--- config.mk ---
export PLATFORM = sky130hd
export DESIGN_NAME = page_buffer_rasterizer
export DESIGN_NICKNAME = d
export VERILOG_FILES = /design/src/pbr_pkg.sv /design/src/pbr_decode.sv /design/src/pbr_cell.sv /design/src/page_buffer_rasterizer.sv
export SDC_FILE = /design/constraint.sdc
export NUM_CORES = 2
export LEC_CHECK = 0
export ABC_AREA = 1
export BUFFER_PORTS_ARGS = -buffer_cell sky130_fd_sc_hd__buf_2
export CORE_ASPECT_RATIO = 1.1
export CORE_MARGIN = 1.5
export CORE_UTILIZATION = 50
export CTS_BUF_LIST = sky130_fd_sc_hd__clkbuf_2 sky130_fd_sc_hd__clkbuf_4 sky130_fd_sc_hd__clkbuf_8
export CTS_CLUSTER_SIZE = 16
export DETAILED_ROUTE_END_ITERATION = 6
export GPL_ROUTABILITY_DRIVEN = 1
export PLACE_DENSITY = 0.63
export SYNTH_ARGS = -nofsm -noshare
export SYNTH_HDL_FRONTEND = slang
export SYNTH_SLANG_ARGS = --single-unit
--- constraint.sdc ---
create_clock -name clk_i -period 5.8 [get_ports clk_i]
set_input_delay 1.16 -clock clk_i [delete_from_list [all_inputs] [get_ports clk_i]]
set_output_delay 1.16 -clock clk_i [all_outputs]
set_load 0.05 [all_outputs]
--- src/pbr_pkg.sv ---
// Shared types and constants for the page buffer rasterizer.
package pbr_pkg;

  localparam int unsigned COLUMNS_DEF   = 128;
  localparam int unsigned PAGES_DEF     = 4;
  localparam int unsigned ROWS_PER_PAGE = 8;
  localparam int unsigned BUF_DEPTH     = 128;
  localparam int unsigned GROUP_COLS    = 4;
  localparam int unsigned GROUPS        = BUF_DEPTH / GROUP_COLS;
  localparam int unsigned GROUP_W       = $clog2(GROUPS);

  typedef enum logic [2:0] {
    OP_PIXEL   = 3'd0,
    OP_HLINE   = 3'd1,
    OP_VLINE   = 3'd2,
    OP_RECT    = 3'd3,
    OP_BOX     = 3'd4,
    OP_RESTART = 3'd5,
    OP_FLUSH   = 3'd6
  } op_e;

  typedef enum logic [1:0] {
    ST_IDLE,
    ST_DRAW,
    ST_FLUSH
  } state_e;

  // Draw job broadcast to every column cell.
  typedef struct packed {
    logic [7:0] x;          // left column
    logic [7:0] x_edge;     // right edge column of a rect, wrapped
    logic [8:0] span_end;   // first column past the span, unwrapped
    logic [7:0] span_rows;  // rows set in every column of the span
    logic [7:0] x_rows;     // rows set in column x
    logic [7:0] edge_rows;  // rows set in column x_edge
  } draw_t;

endpackage

--- src/pbr_decode.sv ---
// Command decoder: turns one draw beat into row masks for the current page.
module pbr_decode
  import pbr_pkg::*;
(
  input  logic [2:0] operation_i,
  input  logic [7:0] x_i,
  input  logic [7:0] y_i,
  input  logic [7:0] width_i,
  input  logic [7:0] height_i,
  input  logic [7:0] page_i,
  output draw_t      draw_o
);

  logic       page_ok;
  logic [7:0] y_edge;
  logic [7:0] row_y;
  logic [7:0] row_y_edge;
  logic [7:0] row_run;
  logic [7:0] row_abs;
  logic [7:0] row_off;

  // Only pages below 32 hold rows of an 8-bit row number.
  assign page_ok = (page_i[7:5] == 3'b000);
  assign y_edge  = 8'(y_i + height_i - 8'd1);

  always_comb begin
    row_y      = '0;
    row_y_edge = '0;
    row_run    = '0;
    row_abs    = '0;
    row_off    = '0;
    if (page_ok && (y_i[7:3] == page_i[4:0])) row_y[y_i[2:0]] = 1'b1;
    if (page_ok && (y_edge[7:3] == page_i[4:0])) row_y_edge[y_edge[2:0]] = 1'b1;
    // Vertical run wraps at row 256: test each row's offset from y.
    for (int r = 0; r < 8; r++) begin
      row_abs    = {page_i[4:0], 3'(r)};
      row_off    = 8'(row_abs - y_i);
      row_run[r] = page_ok && (row_off < height_i);
    end
  end

  always_comb begin
    draw_o.x         = x_i;
    draw_o.x_edge    = 8'(x_i + width_i - 8'd1);
    draw_o.span_end  = {1'b0, x_i} + {1'b0, width_i};
    draw_o.span_rows = '0;
    draw_o.x_rows    = '0;
    draw_o.edge_rows = '0;
    unique case (op_e'(operation_i))
      OP_PIXEL: draw_o.x_rows    = row_y;
      OP_HLINE: draw_o.span_rows = row_y;
      OP_VLINE: draw_o.x_rows    = row_run;
      OP_RECT: begin
        draw_o.span_rows = row_y | row_y_edge;
        draw_o.x_rows    = row_run;
        draw_o.edge_rows = row_run;
      end
      OP_BOX:   draw_o.span_rows = row_run;
      default: begin
        draw_o.span_rows = '0;
      end
    endcase
  end

endmodule

--- src/pbr_cell.sv ---
// One column cell: holds a column byte, ORs in draws, shifts during flush.
module pbr_cell
  import pbr_pkg::*;
#(
  parameter int unsigned COL_INDEX = 0
) (
  input  logic       clk_i,
  input  logic       rst_ni,
  input  draw_t      draw_i,
  input  logic       draw_en_i,
  input  logic       shift_en_i,
  input  logic [7:0] shift_data_i,
  output logic [7:0] col_data_o
);

  localparam logic [8:0] Col = 9'(COL_INDEX);

  logic [7:0] col_q, col_d;
  logic       in_span;
  logic [7:0] set_rows;

  assign in_span  = (Col >= {1'b0, draw_i.x}) && (Col < draw_i.span_end);
  assign set_rows = (in_span ? draw_i.span_rows : 8'h00)
                  | ((Col[7:0] == draw_i.x) ? draw_i.x_rows : 8'h00)
                  | ((Col[7:0] == draw_i.x_edge) ? draw_i.edge_rows : 8'h00);

  always_comb begin
    col_d = col_q;
    if (shift_en_i) begin
      col_d = shift_data_i;
    end else if (draw_en_i) begin
      col_d = col_q | set_rows;
    end
  end

  always_ff @(posedge clk_i or negedge rst_ni) begin
    if (!rst_ni) begin
      col_q <= '0;
    end else begin
      col_q <= col_d;
    end
  end

  assign col_data_o = col_q;

endmodule

--- src/page_buffer_rasterizer.sv ---
// Top level: page buffered monochrome rasterizer built on a chain of column cells.
//
//  channel  | handshake        | payload
//  ---------+------------------+-----------------------------------------------------
//  command  | valid_i, stall_o | operation_i, x_i, y_i, width_i, height_i
//  groups   | valid_o, stall_i | column_bytes_o, group_index_o, page_number_o,
//           |                  | last_of_page_o, more_pages_o
//
//  Draw commands decode into row masks, then all cells OR at once.
//  Restart and the undefined code finish in the accepting beat.
//  Flush: after the accepting beat, the chain shifts four columns per beat toward
//  the output register, unless the output beat is stalled, for all 32 groups, and
//  zeros shift in behind, clearing the page.
//  Reset clears the buffer and the page counter at once; no startup sweep.
//  stall_i holds the flush stream; stall_o stays high while a command is at work.
module page_buffer_rasterizer
  import pbr_pkg::*;
#(
  parameter int unsigned COLUMNS = COLUMNS_DEF,
  parameter int unsigned PAGES   = PAGES_DEF
) (
  input  logic                clk_i,
  input  logic                rst_ni,
  input  logic                valid_i,
  output logic                stall_o,
  input  logic [2:0]          operation_i,
  input  logic [7:0]          x_i,
  input  logic [7:0]          y_i,
  input  logic [7:0]          width_i,
  input  logic [7:0]          height_i,
  output logic                valid_o,
  input  logic                stall_i,
  output logic [31:0]         column_bytes_o,
  output logic [GROUP_W-1:0]  group_index_o,
  output logic [7:0]          page_number_o,
  output logic                last_of_page_o,
  output logic                more_pages_o
);

  state_e state_q, state_d;
  logic [GROUP_W-1:0] group_q;
  logic [7:0]         page_q;
  draw_t              draw_q, draw_d;
  logic               out_valid_q;
  logic [31:0]        out_bytes_q;
  logic [GROUP_W-1:0] out_group_q;
  logic [7:0]         out_page_q;
  logic               out_last_q;
  logic               out_more_q;

  logic       in_fire;
  logic       load;
  logic       last_group;
  logic       draw_en;
  logic [7:0] page_next;
  logic [7:0] col_w [BUF_DEPTH];

  assign in_fire    = valid_i && !stall_o;
  assign load       = (state_q == ST_FLUSH) && (!out_valid_q || !stall_i);
  assign last_group = (group_q == GROUP_W'(GROUPS - 1));
  assign page_next  = 8'(page_q + 8'd1);

  pbr_decode u_decode (
    .operation_i (operation_i),
    .x_i         (x_i),
    .y_i         (y_i),
    .width_i     (width_i),
    .height_i    (height_i),
    .page_i      (page_q),
    .draw_o      (draw_d)
  );

  // Next state
  always_comb begin
    state_d = state_q;
    unique case (state_q)
      ST_IDLE: begin
        if (in_fire) begin
          case (op_e'(operation_i)) inside
            OP_PIXEL, OP_HLINE, OP_VLINE, OP_RECT, OP_BOX: state_d = ST_DRAW;
            OP_FLUSH: state_d = ST_FLUSH;
            default:  state_d = ST_IDLE;
          endcase
        end
      end
      ST_DRAW:  state_d = ST_IDLE;
      ST_FLUSH: if (load && last_group) state_d = ST_IDLE;
      default:  state_d = ST_IDLE;
    endcase
  end

  // Outputs of the state machine
  always_comb begin
    stall_o = 1'b1;
    draw_en = 1'b0;
    unique case (state_q)
      ST_IDLE:  stall_o = 1'b0;
      ST_DRAW:  draw_en = 1'b1;
      ST_FLUSH: stall_o = 1'b1;
      default:  stall_o = 1'b1;
    endcase
  end

  always_ff @(posedge clk_i or negedge rst_ni) begin
    if (!rst_ni) begin
      state_q     <= ST_IDLE;
      group_q     <= '0;
      page_q      <= '0;
      out_valid_q <= 1'b0;
    end else begin
      state_q <= state_d;
      if (in_fire && (op_e'(operation_i) == OP_RESTART)) begin
        page_q <= '0;
      end else if (load && last_group) begin
        page_q <= page_next;
      end
      if (load) begin
        group_q <= GROUP_W'(group_q + 1'b1);
      end
      if (load) begin
        out_valid_q <= 1'b1;
      end else if (!stall_i) begin
        out_valid_q <= 1'b0;
      end
    end
  end

  // Payload registers
  always_ff @(posedge clk_i) begin
    if (in_fire) begin
      draw_q <= draw_d;
    end
    if (load) begin
      out_bytes_q <= {col_w[3], col_w[2], col_w[1], col_w[0]};
      out_group_q <= group_q;
      out_page_q  <= page_q;
      out_last_q  <= last_group;
      out_more_q  <= (page_next != 8'(PAGES));
    end
  end

  // Column chain: cell i takes cell i+4 on each flush beat; zeros enter at the far end.
  for (genvar i = 0; i < BUF_DEPTH; i++) begin : g_col
    if (i < COLUMNS) begin : g_cell
      logic [7:0] shift_in;
      if (i + GROUP_COLS < COLUMNS) begin : g_link
        assign shift_in = col_w[i + GROUP_COLS];
      end else begin : g_end
        assign shift_in = 8'h00;
      end
      pbr_cell #(
        .COL_INDEX (i)
      ) u_cell (
        .clk_i        (clk_i),
        .rst_ni       (rst_ni),
        .draw_i       (draw_q),
        .draw_en_i    (draw_en),
        .shift_en_i   (load),
        .shift_data_i (shift_in),
        .col_data_o   (col_w[i])
      );
    end else begin : g_none
      assign col_w[i] = 8'h00;
    end
  end

  assign valid_o        = out_valid_q;
  assign column_bytes_o = out_bytes_q;
  assign group_index_o  = out_group_q;
  assign page_number_o  = out_page_q;
  assign last_of_page_o = out_last_q;
  assign more_pages_o   = out_more_q;

endmodule

==> results.tsv <==
metric	value	unit
P&R area growth vs syn	7.852	%
Post-Syn Instances	11810	
Max-Cap Viols	1	
area of placed instances	0.08008	mm2
Root Driver	clkbuf_8	
combinational family with the most area after synthesis	simple AND/OR/NAND/NOR gates	
complex-gate fraction of the synthesized area	0.1094	
category of the most critical setup path	reg2reg	
worst path required time	6.76	ns
Clock Path Buffers	3	
RePlAce Congestion	1.062	
Clock Latency Late Sink	1.09	ns
Worst setup SP type	flip-flop	
Overflow after GRT	0	
TritonCTS clock tree	done	
Final Hold Viols	0	
CP max FO	17	
Vias	89930	
flops & latches, synth	1136	
critical-path cell list	nor2_1 -> nand2_1 -> inv_1 -> nand2_1 -> nor2_1 -> nor2_1 -> nand2_1 -> nand3_1 -> nand2_1 -> a21oi_1	
Max Slew Vio Count	9	
Seq/Total Area, Yosys	0.3686	
Crit Reg-Reg Endpoint	g_col[1].g_cell.u_cell.col_data_o[3]	
design area	0.08459	mm2
final layout net count	11610	
DP HPWL	224500	um
I/O pins	88	
leak pwr	36.62	nW
vias in the first global route	84250	
initial antenna violation count	12	
Worst R2R Start	draw_q[27]	
PwrDens	434.8	mW/mm2
DR pass1 iterations	7	
Port Buffers	87	
RSZ-0062 raised after global routing	false	
Worst path slowest cell	nor2_1	
Worst Path Arrival	5.17	ns
Synth top area share	0.3318	
worst vdd rail ir drop	0.0003144	V
Die Ht	418.4	um
Max-slew headroom	-0.01615	
hold-fix buffers at CTS	0	
min Tclk post-route	4.202	ns
Ys Warns	0	
global-route wire length before repair	551900	um
wire length per cell	27.54	um
max incr delay on CP	1.07	ns
mux share of post-synthesis cell area	0	
initial core utilization	0.5029	
actual slew at the worst max-slew pin	1.518	ns
remaining antenna violation count after routing	0	
cells on worst reg2reg path	10	
cts bufs inserted	209	
clock-pin slew on the worst setup and hold paths	0.06	ns
ys flop type	dfrtp_1	
FFs w/ async S/R, synth	0.9155	
Core Area	0.1560	mm2
post-CTS resize count	0	
largest net degree at the start of global routing	238	
Synth area leaders	dfrtp_1 (33%), nand2_1 (16%), nand3_1 (8.3%)	
status	finished with violations	
Remaining DRCs	5	
TritonCTS sink count	1136	
postcts setup bufs	0	
Fillers	15510	
R2R Setup Slk	1.60	ns
most used cell along the critical path	nand2_1	
chip width	380.6	um
drt initial violations	14170	
# rows	152	
Max Used Layer	met5	
Max Clock Skew	0.05482	ns
synthesized cell area	0.07843	mm2
Synth Area in XOR/XNOR	0.006923	
Hold Path Class	in2async	
type of destination of the critical path	flip-flop	
setup TNS	0	ns
post-DR vias/cell	6.561	
Fmax achieved	238.0	MHz
total die area	0.1593	mm2
WL met3	50760	um
Mapped Nets	11960	
Adder-Cell Fraction of Synth Area	0.01787	
share of layout cells above drive strength 1	0.1028	
failing checks	design-rule violations, max-capacitance violations, max-slew violations	
fin crit share	0.7246	
wire length on met2	155700	um
CTS H-tree lvls	4	
post-synthesis average cell area	6.641	um2
area leader, netlist	dfrtp_1	
# setup viols final	0	
number of synthesized flops with an enable pin	96	
met1 wire length	134800	um
drt total wl	377500	um
GRT Total Usage	0.4594	
Synth cell types	49	
Post-Synth Simple-Gate Area	0.4316	
==> synthesized netlist by cell type, types with 5 or more instances <==
master and n:
a21oi_2 15, o21ai_2 8, dfrtp_1 1040, o21ai_0 355
inv_2 29, o22ai_1 374, nor2_4 7, o221ai_1 8
nor2_1 1698, o21ai_1 108, xnor2_1 14, or2_2 459
o211ai_1 64, nand4_1 426, nand3b_1 226, ha_1 104
xor2_1 48, a21oi_1 462, inv_1 477, nand2_1 3386
buf_4 6, edfxtp_1 96, a31oi_1 25, nor3_1 93
fa_1 5, nor3_2 6, buf_2 107, a22oi_1 41
nand2_2 9, o2111ai_1 26, nor4_1 35, o21bai_1 6
nor2_2 19, clkbuf_1 627, nand3_1 1298, clkinv_1 17
buf_1 67, o21a_1 8
==> cell type report <==
class | instances | area, um2 | share of cell area
clock inverter | 39 | 422.9 | 0.004999
antenna | 8 | 20.02 | 0.0002367
clock buffer | 329 | 4071 | 0.04813
sequential | 1136 | 28910 | 0.3417
inverter | 523 | 1998 | 0.02362
tap | 2079 | 2601 | 0.03075
multi-input combinational | 9344 | 44450 | 0.5255
timing repair buffer | 248 | 2117 | 0.02503
==> kinds of logic (layout without fill, tap and decap cells) <==
family | Yosys count | after routing
other | 0 | 8
DFF | 1136 | 1136
adders and majority gates | 109 | 109
AOI/OAI and AO/OA | 1506 | 1506
and+or+nand+nor | 7667 | 7667
buffers and inverters | 1330 | 1139
xor gates and xnor gates | 62 | 62
==> layer usage <==
| metal | track usage | vias up |
|---|---|---|
| met5 | 0.001214 | - |
| met4 | 0.3629 | 12 |
| met3 | 0.1312 | 2039 |
| met2 | 0.6681 | 6802 |
| met1 | 0.5713 | 42450 |
| li1 | - | 38630 |
==> power by group <==
group	switching [W]	internal [W]
clock	0.00396	0.00468
sequential	0.00251	0.0115
combinational	0.00949	0.00462
==> worst max path at each step <==
stage                                                end        from  slack (ns)  depth (start not counted)
finish              g_col[1].g_cell.u_cell.col_data_o[3]  draw_q[27]        1.60                         10
global route        g_col[1].g_cell.u_cell.col_data_o[3]  draw_q[27]        1.68                         10
CTS                 g_col[1].g_cell.u_cell.col_data_o[3]  draw_q[27]        1.96                         10
detailed placement                            draw_q[14]      y_i[4]        1.63                         12
global placement                              draw_q[20]      y_i[4]        1.61                         12
floorplan                              column_bytes_o[0]     stall_i        2.00                          7
==> state kept, by name, indices dropped and copies added, names as in the netlist <==
| signal | flops |
|---|---|
| column_bytes_o | 32 |
| draw_q | 49 |
| g_col.g_cell.u_cell.col_data_o | 1024 |
| group_index_o | 5 |
| group_q | 5 |
| last_of_page_o | 1 |
| more_pages_o | 1 |
| page_number_o | 8 |
| page_q | 8 |
| state_q | 2 |
| valid_o | 1 |
==> placed cells by master (no fill, tap or decap), drive strengths merged, types with 8 or more instances in the layout <==
cell and count:
nand3 1298, clkinv 44, nor3 100, a31oi 26, or2 459, o2111ai 26
o21a 8, o221ai 8, o211ai 65, a21oi 477, nand4 426, xor2 48
edfxtp 96, nor4 35, a22oi 41, diode 8, buf 248, inv 509
xnor2 14, nor2 1724, nand2 3395, dfrtp 1040, o21ai 471, clkbuf 329
ha 104, o22ai 374, nand3b 226
==> critical path: cells and delay by family, from the launching register on <==
kind / cells / cell delay (ns)
DFF: 1 / 0.74
and+or+nand+nor: 8 / 3.03
AOI/OAI and AO/OA: 1 / 0.16
buffers and inverters: 1 / 0.14
==> through the flow <==
| stage | hold WS [ns] | total power, W | setup WS, ns | std cells | utilization |
|---|---|---|---|---|---|
| after floorplan | 0.4231 | 0.02290 | 1.998 | 11810 | - |
| after global routing | 0.2515 | 0.03864 | 1.680 | 13700 | 0.5423 |
| after CTS | 0.2209 | 0.03622 | 1.959 | 13700 | 0.5423 |
| final | 0.2201 | 0.03678 | 1.598 | 13710 | 0.5424 |
| after global placement | 0.4285 | 0.02724 | 1.610 | 13330 | 0.5135 |
| after detailed placement | 0.4351 | 0.02762 | 1.630 | 13330 | 0.5135 |
Note: power is estimated with default switching activity, not from simulation.
